### config.mk
export PLATFORM = sky130hd
export DESIGN_NAME = fefe_ctrl
export DESIGN_NICKNAME = d
export VERILOG_FILES = /design/src/rtl/fefe_pkg.sv /design/src/rtl/fefe_ctrl.sv
export SDC_FILE = /design/constraint.sdc
export NUM_CORES = 1
export LEC_CHECK = 0
export ABC_AREA = 1
export CAP_MARGIN = 20
export CORE_AREA = 2 2 39 41
export CTS_CLUSTER_DIAMETER = 200
export DETAILED_ROUTE_END_ITERATION = 10
export DIE_AREA = 0 0 41 43
export DONT_BUFFER_PORTS = 1
export PLACE_DENSITY = 0.34
export SLEW_MARGIN = 20
export SYNTH_ARGS = -nofsm -noshare
export SYNTH_HDL_FRONTEND = slang
export SYNTH_SLANG_ARGS = --single-unit
export TNS_END_PERCENT = 10
### constraint.sdc
create_clock -name clock -period 2.35 [get_ports clock]
set_clock_uncertainty 0.15 [all_clocks]
set_input_delay 0.47 -clock clock [delete_from_list [all_inputs] [get_ports clock]]
set_output_delay 0.47 -clock clock [all_outputs]
set_load 0.01 [all_outputs]
### src/rtl/fefe_pkg.sv
// Types and constants of the fire effect frame engine.
package fefe_pkg;

   localparam int unsigned WIDTH_W     = 9;
   localparam int unsigned HEIGHT_W    = 8;
   localparam int unsigned WIND_W      = 3;
   localparam int unsigned MODE_W      = 3;
   localparam int unsigned DECAY_W     = 2;
   localparam int unsigned X_W         = 8;
   localparam int unsigned Y_W         = 7;
   localparam int unsigned HEAT_W      = 6;
   localparam int unsigned CSR_INDEX_W = 2;
   localparam int unsigned CSR_DATA_W  = 9;

   localparam logic [HEAT_W-1:0]   IGNITE_HEAT  = 6'd36;
   localparam logic [WIDTH_W-1:0]  WIDTH_RESET  = 9'd256;
   localparam logic [HEIGHT_W-1:0] HEIGHT_RESET = 8'd128;
   localparam logic [WIND_W-1:0]   WIND_RESET   = 3'sd1;
   localparam logic [WIND_W-1:0]   WIND_MIN     = 3'b101;
   localparam logic [WIND_W-1:0]   WIND_LOW     = 3'b100;

   localparam logic [MODE_W-1:0] MODE_PROPAGATE  = 3'd0;
   localparam logic [MODE_W-1:0] MODE_IGNITE     = 3'd1;
   localparam logic [MODE_W-1:0] MODE_EXTINGUISH = 3'd2;
   localparam logic [MODE_W-1:0] MODE_CLEAR      = 3'd3;
   localparam logic [MODE_W-1:0] MODE_READ       = 3'd4;

   localparam logic [CSR_INDEX_W-1:0] CSR_FRAME_WIDTH  = 2'd0;
   localparam logic [CSR_INDEX_W-1:0] CSR_FRAME_HEIGHT = 2'd1;
   localparam logic [CSR_INDEX_W-1:0] CSR_WIND_OFFSET  = 2'd2;

   typedef enum logic [2:0] {
      OP_PROPAGATE,
      OP_IGNITE,
      OP_EXTINGUISH,
      OP_CLEAR,
      OP_READ,
      OP_NONE
   } op_type;

   typedef enum logic [1:0] {
      LOAD_NONE,
      LOAD_PROP,
      LOAD_READ,
      LOAD_FIXED
   } load_type;

   typedef enum logic [2:0] {
      ST_INIT,
      ST_IDLE,
      ST_PROP,
      ST_READ,
      ST_FILL,
      ST_DONE
   } state_type;

   typedef struct packed {
      logic     capture;
      logic     read_en;
      logic     fill_clear;
      logic     fill_step;
      logic     fill_bottom;
      load_type load_sel;
   } cmd_type;

   typedef struct packed {
      op_type req_op;
      op_type item_op;
      logic   fill_last;
      logic   out_free;
   } status_type;

   function automatic op_type decode_mode(input logic [MODE_W-1:0] mode);
      op_type op;
      unique case (mode)
         MODE_PROPAGATE:  op = OP_PROPAGATE;
         MODE_IGNITE:     op = OP_IGNITE;
         MODE_EXTINGUISH: op = OP_EXTINGUISH;
         MODE_CLEAR:      op = OP_CLEAR;
         MODE_READ:       op = OP_READ;
         default:         op = OP_NONE;
      endcase
      return op;
   endfunction

endpackage

### src/rtl/fefe_ctrl.sv
// Controller state machine sequencing item acceptance, store sweeps and result loads.
module fefe_ctrl import fefe_pkg::*; (
   input  logic       clock,
   input  logic       reset,
   input  logic       req_valid,
   output logic       req_stall,
   input  status_type status,
   output cmd_type    cmd
);

   state_type state_ff, state_in;

   always_ff @(posedge clock) begin
      if (reset) begin
         state_ff <= ST_INIT;
      end else begin
         state_ff <= state_in;
      end
   end

   always_comb begin
      state_in        = state_ff;
      cmd.capture     = 1'b0;
      cmd.read_en     = 1'b0;
      cmd.fill_clear  = 1'b0;
      cmd.fill_step   = 1'b0;
      cmd.fill_bottom = 1'b0;
      cmd.load_sel    = LOAD_NONE;
      req_stall       = state_ff != ST_IDLE;
      unique case (state_ff)
         ST_INIT: begin
            cmd.fill_step = 1'b1;
            if (status.fill_last) begin
               state_in = ST_IDLE;
            end
         end
         ST_IDLE: begin
            cmd.read_en = 1'b1;
            if (req_valid) begin
               cmd.capture    = 1'b1;
               cmd.fill_clear = 1'b1;
               unique case (status.req_op)
                  OP_PROPAGATE:  state_in = ST_PROP;
                  OP_READ:       state_in = ST_READ;
                  OP_IGNITE,
                  OP_EXTINGUISH,
                  OP_CLEAR:      state_in = ST_FILL;
                  default:       state_in = ST_DONE;
               endcase
            end
         end
         ST_PROP: begin
            if (status.out_free) begin
               cmd.load_sel = LOAD_PROP;
               state_in     = ST_IDLE;
            end
         end
         ST_READ: begin
            if (status.out_free) begin
               cmd.load_sel = LOAD_READ;
               state_in     = ST_IDLE;
            end
         end
         ST_FILL: begin
            cmd.fill_step   = 1'b1;
            cmd.fill_bottom = (status.item_op == OP_IGNITE) ||
                              (status.item_op == OP_EXTINGUISH);
            if (status.fill_last) begin
               state_in = ST_DONE;
            end
         end
         ST_DONE: begin
            if (status.out_free) begin
               cmd.load_sel = LOAD_FIXED;
               state_in     = ST_IDLE;
            end
         end
         default: state_in = ST_INIT;
      endcase
   end

endmodule

[Word level (Yosys, flattened, before mapping)]
Cells that the tools add are included.
Word-level totals
  bits in registers: 3
  bits of input ports: 11
  word-level logic and storage cells: 38
Cells by class
  equality and inequality tests: 16
  muxes and demuxes: 14
  reduce and logical (&&, ||, !) cells: 7
Operators with widths (number)
  equality test 3 x 2 -> 1 bit, second input constant: 5
  2-to-1 mux 3 bit: 5
  case mux 3 bit (4 select lines): 1
  equality test 3 x 1 -> 1 bit, second input constant: 3
  equality test 3 bit, second input constant: 3
  case mux 3 bit (3 select lines): 1
  logical NOT 3 bit: 2
  != test 2 bit, second input constant: 3
  case mux 2 bit (3 select lines): 1
  OR reduction 3 bit: 2
  2-to-1 mux 1 bit: 4
  2-to-1 mux 2 bit: 2
  AND reduction 4 bit: 1
  != test 3 x 1 -> 1 bit, second input constant: 1
  != test 2 x 1 -> 1 bit, second input constant: 1
  OR reduction 2 bit: 1
  logical OR 1 bit: 1

[Logic depth before layout (Yosys ltp)]
  depth after elaboration: 5
  depth in mapped cells: 9
  depth with buffers taken out: 8

[Worst setup path after synthesis]
OpenSTA, ideal clock, no wires.
  path kind: reg-to-output
  start: register state_ff[1]
  end: output port cmd[2] (netlist bit)
  data arrival time: 1.008 ns
  setup slack: 0.722 ns
  stages on the path, launching flop included: 5
  path buffers: 1
  path through: dfxtp_1 -> buf_6 -> nor2_1 -> nand2_1 -> nor3_1
RTL lines
  from (decl): line fefe_ctrl.sv:11  | state_type state_ff, state_in;
  from (signal assigned): line fefe_ctrl.sv:17  | state_ff <= state_in;
  to (decl): line fefe_ctrl.sv:8  | output cmd_type cmd

==> summary.md <==
| Metric | Value |
|---|---|
| Outcome | `completed` |
| Placed Instances | `67` |
| # DRC | `0` |
| Routed Antenna Nets | `0` |
| Die area | `1760 um2` |
| IR Drop Worst-Case VDD | `382 uV` |
| Top post-synthesis cells by count | `12 x nor2_1, 10 x nand2_1, 6 x inv_1, 6 x nand3_1` |
| Chip Height | `43 um` |
| Cts repair resizes | `0` |
| Sequential area share after synthesis | `0.203` |
| CTS tree | `yes` |
| Pin count of the biggest net entering global routing | `10` |
| Syn nets | `64` |
| Later-pin clock latency in the skew report | `0.23 ns` |
| Area Overhead vs Synth | `9.28%` |
| Setup tns final | `0 ns` |
| Worst reg2reg startpoint | `state_ff[1]` |
| Cell Int Power | `218 uW` |
| Post-synth top area share | `0.203` |
| Min cycle time layout | `1.93 ns` |
| Layout cells sized above 1 | `0.182` |
| # hold bufs at CTS | `0` |
| Gpl congestion | `0.683` |
| Worst-Margin Slew | `0.374 ns` |
| Hold EP | `state_ff[2]` |
| Core area | `1380 um2` |
| Final setup violation count | `0` |
| Total power | `458 uW` |
| Combinational share of power | `0.539` |
| Num Clock Sinks | `3` |
| Clk root buf | `clkbuf_4` |
| Number of fill cells | `171` |
| Global-route wire length before repair | `1080 um` |
| Critical Path Sink Type | `output port` |
| Final Non-Filler Cells | `71` |
| Biggest register | `state_ff` |
| Yosys warns | `0` |
| Synthesis-stage register bit count | `3` |
| DR vias/cell | `4.51` |
| Share of power burned in registers | `0.266` |
| Die X | `41 um` |
| Post-synth EDFFs | `0` |
| Final #Nets | `67` |
| I/O Buffers | `0` |
| Max reg flops | `3` |
| Hold Path Cell Cnt | `3` |
| Top flop regs | `state_ff x3` |
| Worst-path clk slew | `0.04 ns` |
| DRT Wirelength | `718 um` |
| Largest area contributor in the netlist | `dfxtp_1` |
| Initial DRC count | `6` |
| Fmax | `518 MHz` |
| Pleak | `0.163 nW` |
| Headroom to the max-slew limit | `0.750` |
| Post-CTS Setup Bufs | `0` |
| Top-Level Pins | `19` |
| Top post-synthesis cells by area | `dfxtp_1 20%, nor2_1 15%, nand2_1 13%` |
| R2r setup slk | `1.00 ns` |
| Initial antenna violation count | `0` |
| Met2 routed WL | `320 um` |
| CP arrival | `1.31 ns` |
| Distinct cell type count after synthesis | `15` |
| Worst Path Max Fanout | `7` |
| Cells after Synth | `53` |
| Count leader, synth | `nor2_1` |
| Hold Crit Class | `in -> reg` |
| Reg2Reg Depth | `7` |
| H-tree Lvls | `1` |
| Fin. Hold Viols | `0` |
| Worst Setup Path Type | `reg -> out` |
| Vias in the first global route | `255` |
| WL met1 | `359 um` |
| ANT cells | `0` |
| Hold Crit Start | `reset` |
| Sw frac | `0.525` |
| Final core occ | `0.234` |
| FP Rows | `14` |
| DR WL/cell | `10.1 um` |
| Top Layer Used | `met3` |
| Bufs on Longest Clock Path | `2` |
| Routed via count | `320` |
| Top_reg_cell synth | `dfxtp_1` |
| WP data required | `1.73 ns` |
| CTS Buf Count | `3` |
| Met3 WL | `39 um` |
| GR Util All Layers | `0.0942` |
| Synth async-reset ratio | `0` |
| Crit share post-route | `0.822` |
| Mapped cell area | `297 um2` |
| Max cap viols | `0` |
| Initial Util | `0.214` |
| Net Sw Power | `240 uW` |
| Placed cell areas | `298 um2` |
| Gr ovfl total | `0` |
| Design Area, Final | `324 um2` |
| Pwr/cell area | `1410 nW/um2` |
| DRT Pass-1 Iters | `4` |
| Slew Limit Fails | `0` |
| RSZ-0062 raised after global routing | `false` |
| Clock power share | `0.195` |
| Synth Area per Inst | `5.59 um2` |
| Critical path launch point type | `register` |
| Worst R2R End | `state_ff[1]` |
| Dpl hpwl | `602 um` |
-- cells by family (layout without fill, tap and decap cells) --
family	Yosys count	after routing	share of synthesized area
xor gates and xnor gates	1	1	0.0295
DFF	3	3	0.203
and+or+nand+nor	34	34	0.523
AOI/OAI and AO/OA	4	4	0.0675
buffers and inverters	11	13	0.177
-- cell usage in the layout, fill, tap and decap left out --
cell,n
xnor2_1,1
nor3_1,2
nor2_2,1
o21ai_0,2
a21oi_1,2
nor2_1,12
inv_1,6
nand2_1,10
nand3_1,6
nand2_2,1
inv_2,3
clkbuf_1,1
clkbuf_4,3
nand3_2,2
dfxtp_1,3
-- worst max-delay path: stages, from the launching register on --
cell,delay [ns]
dfxtp_1,0.38
nor2_1,0.27
nand2_1,0.11
nor3_1,0.33
-- worst max-delay path by stage --
stage | startpoint | to
floorplan | state_ff[1] | cmd[2]
global placement | state_ff[0] | cmd[2]
detailed placement | state_ff[0] | cmd[2]
CTS | state_ff[1] | cmd[2]
global route | state_ff[1] | cmd[2]
finish | state_ff[0] | cmd[2]
-- through the flow --
| stage | setup slack [ns] | hold WS, ns |
|---|---|---|
| after floorplan | 0.722 | 0.397 |
| after global placement | 0.650 | 0.437 |
| after detailed placement | 0.643 | 0.444 |
| after CTS | 0.390 | 0.259 |
| after global routing | 0.295 | 0.266 |
| final | 0.418 | 0.264 |
-- layout make-up --
cell class,count,area [um2],share of cell area
clock buffers,4,26.3,0.0811
inverters,9,33.8,0.104
multi-input cells,39,184,0.568
flip-flops and latches,3,60.1,0.185
well taps,16,20.0,0.0618
-- metal layers --
| layer | GRT usage | vias up |
|---|---|---|
| met4 | 0.0200 | 0 |
| met3 | 0.0785 | 0 |
| met5 | 0 | - |
| met1 | 0.118 | 143 |
| met2 | 0.122 | 11 |
| li1 | - | 166 |
-- power by group through the flow --
stage	Clock [mW]	Sequential (mW)	Combinational (mW)
finish	0.0891	0.122	0.247
global route	0.102	0.128	0.282
CTS	0.0951	0.122	0.253
detailed placement	0	0.123	0.252
global placement	0	0.124	0.257
floorplan	0	0.101	0.247
No activity file was read; power rests on OpenSTA's default activity.
